<file path="src/xsr_pkg.sv">
// xsr_pkg: types, constants and the control-store program of the xoshiro256** core.
// Used by the channel interfaces, the sequencer and the top level; no dependencies.
package xsr_pkg;

  localparam int WORD_W       = 64;
  localparam int RUN_W        = 63;
  localparam int MANT_W       = 53;
  localparam int WARMUP_STEPS = 8;
  localparam int SEED_WORDS   = 4;
  localparam int CNT_W        = $clog2(SEED_WORDS + 1);
  localparam int WARM_W       = (WARMUP_STEPS < 1) ? 1 : $clog2(WARMUP_STEPS + 1);
  localparam int PC_W         = 5;

  typedef logic [WORD_W-1:0] word_t;
  typedef logic [RUN_W-1:0]  run_t;
  typedef logic [MANT_W-1:0] mant_t;

  localparam word_t GOLDEN_INC    = 64'h9E37_79B9_7F4A_7C15;
  localparam word_t MIX_MUL_A     = 64'hBF58_476D_1CE4_E5B9;
  localparam word_t MIX_MUL_B     = 64'h94D0_49BB_1331_11EB;
  localparam word_t BASE_SEED_RST = 64'd12345;

  localparam logic REQ_RESEED = 1'b0;
  localparam logic REQ_DRAW   = 1'b1;

  // z register operations
  localparam logic [2:0] Z_NONE   = 3'd0;
  localparam logic [2:0] Z_RUN1   = 3'd1;  // run index + 1
  localparam logic [2:0] Z_CTRINC = 3'd2;  // counter + golden increment
  localparam logic [2:0] Z_XS30   = 3'd3;  // z ^ (z >> 30)
  localparam logic [2:0] Z_ACC27  = 3'd4;  // acc ^ (acc >> 27)
  localparam logic [2:0] Z_ACC31  = 3'd5;  // acc ^ (acc >> 31)
  localparam logic [2:0] Z_S1X5   = 3'd6;  // s1 * 5

  // multiplier operand halves: z half x constant half
  localparam logic [1:0] MUL_LL = 2'd0;
  localparam logic [1:0] MUL_LH = 2'd1;
  localparam logic [1:0] MUL_HL = 2'd2;

  localparam logic [1:0] K_GOLD = 2'd0;
  localparam logic [1:0] K_MIXA = 2'd1;
  localparam logic [1:0] K_MIXB = 2'd2;

  localparam logic [1:0] ACC_NONE = 2'd0;
  localparam logic [1:0] ACC_LOAD = 2'd1;
  localparam logic [1:0] ACC_ADDH = 2'd2;  // acc += prod << 32

  localparam logic [1:0] C_NONE = 2'd0;
  localparam logic [1:0] C_BASE = 2'd1;  // acc + base seed
  localparam logic [1:0] C_INC  = 2'd2;
  localparam logic [1:0] C_Z    = 2'd3;

  localparam logic [1:0] JC_NONE = 2'd0;
  localparam logic [1:0] JC_MIX  = 2'd1;  // loop while seed words remain
  localparam logic [1:0] JC_WARM = 2'd2;  // repeat until warmup count reached

  localparam logic [PC_W-1:0] A_RESEED = 5'd0;
  localparam logic [PC_W-1:0] A_MIX    = 5'd6;
  localparam logic [PC_W-1:0] A_WARM   = 5'd19;
  localparam logic [PC_W-1:0] A_DRAW   = 5'd20;

  // datapath enables, after gating by the sequencer
  typedef struct packed {
    logic [2:0] z_op;
    logic [1:0] mul_op;
    logic [1:0] k_sel;
    logic [1:0] acc_op;
    logic [1:0] ctr_op;
    logic       shift_s;
    logic       adv;
    logic       emit;
  } xsr_ctl_t;

  // one microword
  typedef struct packed {
    xsr_ctl_t        body;
    logic            store;
    logic [1:0]      jc;
    logic [PC_W-1:0] jaddr;
    logic            fin;
  } xsr_uw_t;

  function automatic xsr_uw_t uw_rom(input logic [PC_W-1:0] addr);
    xsr_uw_t uw;
    uw = '0;
    case (addr)
      5'd0:  uw.body.z_op = Z_RUN1;
      5'd1:  begin
        uw.body.mul_op = MUL_LL; uw.body.k_sel = K_GOLD;
      end
      5'd2:  begin
        uw.body.acc_op = ACC_LOAD; uw.body.mul_op = MUL_LH; uw.body.k_sel = K_GOLD;
      end
      5'd3:  begin
        uw.body.acc_op = ACC_ADDH; uw.body.mul_op = MUL_HL; uw.body.k_sel = K_GOLD;
      end
      5'd4:  uw.body.acc_op = ACC_ADDH;
      5'd5:  uw.body.ctr_op = C_BASE;
      5'd6:  begin
        uw.body.z_op = Z_CTRINC; uw.body.ctr_op = C_INC;
      end
      5'd7:  uw.body.z_op = Z_XS30;
      5'd8:  begin
        uw.body.mul_op = MUL_LL; uw.body.k_sel = K_MIXA;
      end
      5'd9:  begin
        uw.body.acc_op = ACC_LOAD; uw.body.mul_op = MUL_LH; uw.body.k_sel = K_MIXA;
      end
      5'd10: begin
        uw.body.acc_op = ACC_ADDH; uw.body.mul_op = MUL_HL; uw.body.k_sel = K_MIXA;
      end
      5'd11: uw.body.acc_op = ACC_ADDH;
      5'd12: uw.body.z_op = Z_ACC27;
      5'd13: begin
        uw.body.mul_op = MUL_LL; uw.body.k_sel = K_MIXB;
      end
      5'd14: begin
        uw.body.acc_op = ACC_LOAD; uw.body.mul_op = MUL_LH; uw.body.k_sel = K_MIXB;
      end
      5'd15: begin
        uw.body.acc_op = ACC_ADDH; uw.body.mul_op = MUL_HL; uw.body.k_sel = K_MIXB;
      end
      5'd16: uw.body.acc_op = ACC_ADDH;
      5'd17: uw.body.z_op = Z_ACC31;
      5'd18: begin
        uw.store = 1'b1; uw.jc = JC_MIX; uw.jaddr = A_MIX;
      end
      5'd19: begin
        uw.body.adv = 1'b1; uw.jc = JC_WARM; uw.jaddr = A_WARM;
      end
      5'd20: uw.body.z_op = Z_S1X5;
      5'd21: begin
        uw.body.emit = 1'b1; uw.body.adv = 1'b1; uw.fin = 1'b1;
      end
      default: uw.fin = 1'b1;
    endcase
    return uw;
  endfunction

endpackage

</file>
<file path="src/xsr_req_if.sv">
// xsr_req_if: request channel (reseed or draw) with valid/ready handshake.
// Depends on xsr_pkg for the payload types.
interface xsr_req_if;
  import xsr_pkg::*;

  logic valid;
  logic ready;
  logic req_type;
  run_t run_index;

  modport source (output valid, output req_type, output run_index, input ready);
  modport sink   (input valid, input req_type, input run_index, output ready);
endinterface

</file>
<file path="src/xsr_res_if.sv">
// xsr_res_if: result channel carrying the output word and its mantissa bits.
// Depends on xsr_pkg for the payload types.
interface xsr_res_if;
  import xsr_pkg::*;

  logic  valid;
  logic  ready;
  word_t random_word;
  mant_t uniform_bits;

  modport source (output valid, output random_word, output uniform_bits, input ready);
  modport sink   (input valid, input random_word, input uniform_bits, output ready);
endinterface

</file>
<file path="src/xoshiro256ss_prng_with_reseed_core.sv">
// Draw: accepted when idle, result registered after z gets s1 * 5; one at a time.
// Reseed: a setup, five SplitMix64 mixes and WARMUP_STEPS advances; busy, no result;
//   the 64-bit products go through one 32x32 multiplier, three partial products each.
// The output register lets the next request in while a result waits to be taken.
// Reset (rst_n low, synchronous): idle, no result pending, state words zero,
//   base seed 12345.
module xoshiro256ss_prng_with_reseed_core (
  input  logic           clk,
  input  logic           rst_n,
  xsr_req_if.sink        in_ch,
  xsr_res_if.source      out_ch,
  input  logic           cfg_we,
  input  xsr_pkg::word_t cfg_wdata
);
  import xsr_pkg::*;

  xsr_ctl_t ctl;
  logic     busy;
  logic     in_fire;

  word_t base_r, base_nxt;
  run_t  run_r,  run_nxt;
  word_t z_r,    z_nxt;
  word_t acc_r,  acc_nxt;
  word_t prod_r, prod_nxt;
  word_t ctr_r,  ctr_nxt;
  word_t s_r   [SEED_WORDS];
  word_t s_nxt [SEED_WORDS];
  word_t out_word_r, out_word_nxt;
  logic  out_valid_r, out_valid_nxt;

  logic [31:0] mul_a, mul_b;
  word_t       k_word;
  word_t       adv_t, adv_02, adv_13;
  word_t       rz;

  assign in_fire      = in_ch.valid && in_ch.ready;
  assign in_ch.ready  = !busy;

  xsr_seq u_seq (
    .clk        (clk),
    .rst_n      (rst_n),
    .start      (in_fire),
    .start_draw (in_ch.req_type == REQ_DRAW),
    .out_hold   (out_valid_r && !out_ch.ready),
    .busy       (busy),
    .ctl        (ctl)
  );

  // 32x32 partial product unit
  always_comb begin
    case (ctl.k_sel)
      K_GOLD:  k_word = GOLDEN_INC;
      K_MIXA:  k_word = MIX_MUL_A;
      K_MIXB:  k_word = MIX_MUL_B;
      default: k_word = GOLDEN_INC;
    endcase
    mul_a    = (ctl.mul_op == MUL_HL) ? z_r[63:32] : z_r[31:0];
    mul_b    = (ctl.mul_op == MUL_LH) ? k_word[63:32] : k_word[31:0];
    prod_nxt = mul_a * mul_b;
  end

  assign adv_t  = {s_r[1][46:0], 17'b0};
  assign adv_02 = s_r[2] ^ s_r[0];
  assign adv_13 = s_r[3] ^ s_r[1];
  assign rz     = {z_r[56:0], z_r[63:57]};

  always_comb begin
    base_nxt      = cfg_we ? cfg_wdata : base_r;
    run_nxt       = in_fire ? in_ch.run_index : run_r;
    z_nxt         = z_r;
    acc_nxt       = acc_r;
    ctr_nxt       = ctr_r;
    s_nxt         = s_r;
    out_word_nxt  = out_word_r;
    out_valid_nxt = out_valid_r;

    case (ctl.z_op)
      Z_NONE:   z_nxt = z_r;
      Z_RUN1:   z_nxt = {1'b0, run_r} + 64'd1;
      Z_CTRINC: z_nxt = ctr_r + GOLDEN_INC;
      Z_XS30:   z_nxt = z_r ^ {30'b0, z_r[63:30]};
      Z_ACC27:  z_nxt = acc_r ^ {27'b0, acc_r[63:27]};
      Z_ACC31:  z_nxt = acc_r ^ {31'b0, acc_r[63:31]};
      Z_S1X5:   z_nxt = s_r[1] + {s_r[1][61:0], 2'b0};
      default:  z_nxt = z_r;
    endcase

    case (ctl.acc_op)
      ACC_NONE: acc_nxt = acc_r;
      ACC_LOAD: acc_nxt = prod_r;
      ACC_ADDH: acc_nxt = acc_r + {prod_r[31:0], 32'b0};
      default:  acc_nxt = acc_r;
    endcase

    case (ctl.ctr_op)
      C_NONE:  ctr_nxt = ctr_r;
      C_BASE:  ctr_nxt = acc_r + base_r;
      C_INC:   ctr_nxt = ctr_r + GOLDEN_INC;
      C_Z:     ctr_nxt = z_r;
      default: ctr_nxt = ctr_r;
    endcase

    if (ctl.shift_s) begin
      for (int i = 0; i < SEED_WORDS - 1; i++) begin
        s_nxt[i] = s_r[i+1];
      end
      s_nxt[SEED_WORDS-1] = z_r;
    end else if (ctl.adv) begin
      s_nxt[0] = s_r[0] ^ adv_13;
      s_nxt[1] = s_r[1] ^ adv_02;
      s_nxt[2] = adv_02 ^ adv_t;
      s_nxt[3] = {adv_13[18:0], adv_13[63:19]};
    end

    if (out_valid_r && out_ch.ready) begin
      out_valid_nxt = 1'b0;
    end
    if (ctl.emit) begin
      // rotl(s1 * 5, 7) * 9
      out_word_nxt  = rz + {rz[60:0], 3'b0};
      out_valid_nxt = 1'b1;
    end
  end

  always_ff @(posedge clk) begin
    if (!rst_n) begin
      base_r      <= BASE_SEED_RST;
      s_r         <= '{default: '0};
      out_valid_r <= 1'b0;
    end else begin
      base_r      <= base_nxt;
      s_r         <= s_nxt;
      out_valid_r <= out_valid_nxt;
    end
  end

  always_ff @(posedge clk) begin
    run_r      <= run_nxt;
    z_r        <= z_nxt;
    acc_r      <= acc_nxt;
    prod_r     <= prod_nxt;
    ctr_r      <= ctr_nxt;
    out_word_r <= out_word_nxt;
  end

  assign out_ch.valid        = out_valid_r;
  assign out_ch.random_word  = out_word_r;
  assign out_ch.uniform_bits = out_word_r[63:11];

  // a reseed never produces a result
  a_reseed_silent: assert property (@(posedge clk) disable iff (!rst_n)
    in_fire && in_ch.req_type == REQ_RESEED && !out_valid_r |=> !out_valid_r)
    else $error("reseed request produced a result");

  // an accepted draw is followed by a registered result
  a_draw_result: assert property (@(posedge clk) disable iff (!rst_n)
    in_fire && in_ch.req_type == REQ_DRAW |-> ##3 out_valid_r)
    else $error("draw request gave no result in time");

  // a request is worked on alone
  a_busy_after_accept: assert property (@(posedge clk) disable iff (!rst_n)
    in_fire |=> !in_ch.ready)
    else $error("ready high right after an accepted request");

endmodule

</file>
<file path="src/xsr_seq.sv">
// xsr_seq: microcode sequencer: step counter, control store, loop counters.
// Depends on xsr_pkg (microword format and program).
module xsr_seq (
  input  logic             clk,
  input  logic             rst_n,
  input  logic             start,
  input  logic             start_draw,
  input  logic             out_hold,
  output logic             busy,
  output xsr_pkg::xsr_ctl_t ctl
);
  import xsr_pkg::*;

  logic [PC_W-1:0]   pc_r,   pc_nxt;
  logic              busy_r, busy_nxt;
  logic [CNT_W-1:0]  cnt_r,  cnt_nxt;
  logic [WARM_W-1:0] warm_r, warm_nxt;
  xsr_uw_t           uw;
  logic              stall;
  logic              warm_done;

  assign uw        = uw_rom(pc_r);
  assign warm_done = (warm_r == WARM_W'(WARMUP_STEPS));
  // a new result waits while the previous one is still held
  assign stall     = busy_r && uw.body.emit && out_hold;
  assign busy      = busy_r;

  always_comb begin
    ctl = uw.body;
    if (uw.store) begin
      if (cnt_r == '0) begin
        ctl.ctr_op = C_Z;      // first mix yields the run seed
      end else begin
        ctl.shift_s = 1'b1;
      end
    end
    if (uw.jc == JC_WARM && warm_done) begin
      ctl.adv = 1'b0;
    end
    if (!busy_r || stall) begin
      ctl = '0;
    end
  end

  always_comb begin
    pc_nxt   = pc_r;
    busy_nxt = busy_r;
    cnt_nxt  = cnt_r;
    warm_nxt = warm_r;
    if (!busy_r) begin
      if (start) begin
        busy_nxt = 1'b1;
        pc_nxt   = start_draw ? A_DRAW : A_RESEED;
        cnt_nxt  = '0;
        warm_nxt = '0;
      end
    end else if (!stall) begin
      if (uw.store) begin
        cnt_nxt = cnt_r + CNT_W'(1);
      end
      case (uw.jc)
        JC_NONE: begin
          if (uw.fin) begin
            busy_nxt = 1'b0;
          end else begin
            pc_nxt = pc_r + PC_W'(1);
          end
        end
        JC_MIX: begin
          if (cnt_r != CNT_W'(SEED_WORDS)) begin
            pc_nxt = uw.jaddr;
          end else begin
            pc_nxt = pc_r + PC_W'(1);
          end
        end
        JC_WARM: begin
          if (warm_done) begin
            busy_nxt = 1'b0;
          end else begin
            warm_nxt = warm_r + WARM_W'(1);
            pc_nxt   = uw.jaddr;
          end
        end
        default: busy_nxt = 1'b0;
      endcase
    end
  end

  always_ff @(posedge clk) begin
    if (!rst_n) begin
      pc_r   <= '0;
      busy_r <= 1'b0;
      cnt_r  <= '0;
      warm_r <= '0;
    end else begin
      pc_r   <= pc_nxt;
      busy_r <= busy_nxt;
      cnt_r  <= cnt_nxt;
      warm_r <= warm_nxt;
    end
  end

endmodule

</file>
<file path="src/flat_wrapper.sv">
// flat-port wrapper written by rule: the top's interface ports become plain ports
module xoshiro256ss_prng_with_reseed_core_flat import xsr_pkg::*;
  (clk, rst_n, cfg_we, cfg_wdata, in_ch_valid, in_ch_req_type, in_ch_run_index, in_ch_ready, out_ch_valid, out_ch_random_word, out_ch_uniform_bits, out_ch_ready);
  xsr_req_if in_ch_i ();
  xsr_res_if out_ch_i ();
  input  logic clk;
  input  logic rst_n;
  input  logic cfg_we;
  input  xsr_pkg::word_t cfg_wdata;
  input wire logic [$bits(in_ch_i.valid)-1:0] in_ch_valid;
  input wire logic [$bits(in_ch_i.req_type)-1:0] in_ch_req_type;
  input wire logic [$bits(in_ch_i.run_index)-1:0] in_ch_run_index;
  output wire logic [$bits(in_ch_i.ready)-1:0] in_ch_ready;
  output wire logic [$bits(out_ch_i.valid)-1:0] out_ch_valid;
  output wire logic [$bits(out_ch_i.random_word)-1:0] out_ch_random_word;
  output wire logic [$bits(out_ch_i.uniform_bits)-1:0] out_ch_uniform_bits;
  input wire logic [$bits(out_ch_i.ready)-1:0] out_ch_ready;
  assign in_ch_i.valid = in_ch_valid;
  assign in_ch_i.req_type = in_ch_req_type;
  assign in_ch_i.run_index = in_ch_run_index;
  assign in_ch_ready = in_ch_i.ready;
  assign out_ch_valid = out_ch_i.valid;
  assign out_ch_random_word = out_ch_i.random_word;
  assign out_ch_uniform_bits = out_ch_i.uniform_bits;
  assign out_ch_i.ready = out_ch_ready;
  xoshiro256ss_prng_with_reseed_core u_core (.clk(clk), .rst_n(rst_n), .in_ch(in_ch_i), .out_ch(out_ch_i), .cfg_we(cfg_we), .cfg_wdata(cfg_wdata));
endmodule
</file>
<file path="config.mk">
export PLATFORM = sky130hd
export DESIGN_NAME = xoshiro256ss_prng_with_reseed_core_flat
export DESIGN_NICKNAME = d
export VERILOG_FILES = /design/src/xsr_pkg.sv /design/src/xsr_req_if.sv /design/src/xsr_res_if.sv /design/src/xoshiro256ss_prng_with_reseed_core.sv /design/src/xsr_seq.sv /design/src/flat_wrapper.sv
export SDC_FILE = /design/constraint.sdc
export NUM_CORES = 2
export LEC_CHECK = 0
export BUFFER_PORTS_ARGS = -buffer_cell sky130_fd_sc_hd__buf_4
export CAP_MARGIN = 10
export CORE_MARGIN = 5
export CORE_UTILIZATION = 55
export CTS_BUF_LIST = sky130_fd_sc_hd__clkbuf_2 sky130_fd_sc_hd__clkbuf_4 sky130_fd_sc_hd__clkbuf_8
export DETAILED_ROUTE_END_ITERATION = 10
export MAX_ROUTING_LAYER = met4
export PLACE_DENSITY = 0.76
export SLEW_MARGIN = 20
export SYNTH_ARGS = -nofsm -noshare
export SYNTH_HDL_FRONTEND = slang
export SYNTH_SLANG_ARGS = --single-unit
export TNS_END_PERCENT = 5
</file>
<file path="constraint.sdc">
create_clock -name clk -period 12.9 [get_ports clk]
set_clock_uncertainty 0.15 [all_clocks]
set_input_delay 2.58 -clock clk [delete_from_list [all_inputs] [get_ports clk]]
set_output_delay 2.58 -clock clk [all_outputs]
set_load 0.01 [all_outputs]
</file>
==> flow_summary.json <==
{
  "outcome": "complete, but fails checks",
  "violations": "design-rule violations",
  "antenna_found_initial": 26,
  "rr_endpoint": "u_core.prod_r[61]",
  "min_path_type": "flip-flop to flip-flop",
  "syn_area_per_cell_um2": 8.77,
  "overflow": 0,
  "rsz0062_at_grt": "false",
  "preCtsSetupSlack_ps": 157,
  "hp-start": "u_core.s_r[57]",
  "cts.clk_slew.worst_paths_ps": 60,
  "syn_nets": 10800,
  "fin_crit_sh_pct": 93.7,
  "yosysTopAreaCellShare_pct": 21.9,
  "slowest_stage": "fa_1",
  "yosysWarningCount": 0,
  "clock-sinks": 717,
  "grt_pass1_wl_um": 496000,
  "worstReg2RegStart": "u_core.u_seq.pc_r[2]",
  "netlist_area_um2": 80900,
  "design.die.area_um2": 155000,
  "path_class": "input port to flip-flop",
  "insertion_delay_ps": 900,
  "cts-htree-levels": 4,
  "dr.pass1.iters": 11,
  "fin_ws_ps": 818,
  "cts_tree": "yes",
  "critPathMaxFanout": 32,
  "start_util_pct": 55.5,
  "async_flop_share_pct": 0,
  "post_cts_resized": 0,
  "synth_cell_types": 110,
  "max-cap-violations": 0,
  "post_drt_wl_per_cell_um": 30.5,
  "critical-path-max-stage-delay_ps": 620,
  "clock_tree.root_cell": "clkbuf_8",
  "synth_top_area_cell": "fa_1",
  "finalSetupViolations": 0,
  "yosys.cell_count.top_type": "inv_1",
  "place_congestion": 1.11,
  "fin_tns_setup_ps": 0,
  "drt_wl_total_um": 348000,
  "netlist_instances": 9230,
  "ant_nets": 0,
  "r2r_cells": 38,
  "worstPathRequired_ps": 13530,
  "critPathLaunchType": "input port",
  "synth_edf_count": 319,
  "maxSlewViolCount": 0,
  "fp.dieW_um": 394,
  "rows": 140,
  "seq_area_frac_synth_pct": 21.7,
  "tightest_slew_ps": 1390,
  "finalNetCount": 10900,
  "grt_max_degree": 199,
  "ys_ff_latch": 717,
  "core_um2": 146000,
  "die_h_um": 394,
  "cpMostUsedCell": "fa_1",
  "critPathArrivalTime_ps": 12720,
  "relSlewSlack_pct": 7.50,
  "dpl.hpwl_um": 277000,
  "synth_area_leaders": "fa_1, edfxtp_1, dfxtp_1, ha_1, inv_1",
  "whs_path_depth": 2,
  "dr.first_iter.drc_count": 9668,
  "pin_count": 252,
  "area_delta_synth_final_pct": 9.15,
  "period_minus_slack_ps": 12080,
  "reg2reg_slack_ps": 1530,
  "via_per_inst": 6.51,
  "grt_pass1_vias": 71400,
  "layout-drive-gt1-share_pct": 10.0,
  "drc": 1,
  "ys.flop_type": "dfxtp_1",
  "vias": 74200,
  "hold_violations": 0,
  "min_to": "u_core.s_r[121]",
  "cp-end-kind": "flip-flop",
  "numCtsBuffers": 130,
  "port_buffers": 251,
  "clk_path_buf_depth": 3,
  "multi_input_area_um2": 56800,
  "track_usage_pct": 45.0,
  "post-cts-setup-buffers": 0,
  "fillers": 12900,
  "fmaxAchievable_mhz": 82.8,
  "yosys-top-cells-count": "inv_1, fa_1, nand2_1",
  "postCtsHoldBufs": 0,
  "ff_latch_area_um2": 17500
}
## per-layer routing
layer  GRT usage [%]  share of wire [%]
met5               -                  0
met4            30.2                8.5
met3            14.4                 13
met2            63.6                 42
met1            54.9                 37
## stage by stage
step	cells	instance area, um2	hold WS (ps)	util, %
after floorplan	9230	80900	296	-
after global placement	11100	85300	338	58.5
after detailed placement	11100	85300	351	58.5
after CTS	11400	88200	332	60.5
after global routing	11400	88300	362	60.5
final	11400	88300	343	60.5
## worst max-delay path: cells and delay by family
| family | cells | cell delay (ps) |
|---|---|---|
| compound gates | 9 | 2390 |
| xor+xnor | 1 | 140 |
| fa+ha+maj | 9 | 4550 |
| buf+inv | 11 | 1670 |
| mux | 1 | 490 |
| simple gates | 6 | 840 |
## registers in the layout (all words and copies together), names as in the netlist
name	flops
u_core.s_r	209
u_core.acc_r	64
u_core.base_r	64
u_core.ctr_r	64
u_core.out_ch.random_word	64
u_core.prod_r	64
u_core.z_r	64
u_core.run_r	63
u_core.adv_t	47
u_core.u_seq.pc_r	5
u_core.u_seq.warm_r	4
u_core.u_seq.cnt_r	3
u_core.out_ch.valid	1
u_core.u_seq.busy	1
## logic make-up (layout without fill, tap and decap cells)
family | Yosys count | in the layout | synth area share [%]
and+or+nand+nor | 2350 | 2350 | 13.2
AOI/OAI and AO/OA | 2262 | 2262 | 17.8
buffers and inverters | 1702 | 1928 | 8.35
adders and majority gates | 1402 | 1402 | 29.9
DFF | 717 | 717 | 21.7
xor gates and xnor gates | 624 | 624 | 6.75
muxes | 173 | 173 | 2.26
other | 0 | 32 | 0
## how the worst max path moves through the flow
stage	cells after the start	to	startpoint
finish	37	u_core.prod_r[61]	out_ch_ready
global route	37	u_core.prod_r[57]	out_ch_ready
CTS	37	u_core.prod_r[63]	out_ch_ready
detailed placement	37	u_core.prod_r[63]	out_ch_ready
global placement	37	u_core.prod_r[63]	out_ch_ready
floorplan	37	u_core.prod_r[61]	out_ch_ready
## area by class of cell
cell class / instances / share of cell area (%)
antenna: 32 / 0.0907
multi-input combinational: 6811 / 64.3
clock inverter: 58 / 0.764
clock buffer: 173 / 2.55
inverter: 1140 / 4.86
tap: 1917 / 2.72
timing repair buffer: 557 / 4.89
sequential: 717 / 19.9
## layout by cell type, fill, tap and decap left out, types with 114 or more instances in the layout
cell and n:
a21o_1 189, a21oi_1 692, a22oi_1 118, a31oi_1 114, and2_1 135, buf_4 546
clkbuf_8 152, dfxtp_1 398, edfxtp_1 319, fa_1 887, ha_1 514, inv_1 1128
nand2_1 783, nand3_1 165, nor2_1 738, o21ai_0 474, xnor2_1 353, xor2_1 271
Power is not shown: default switching activity piles up to over one toggle a cycle in this logic, so the estimate is an artifact.
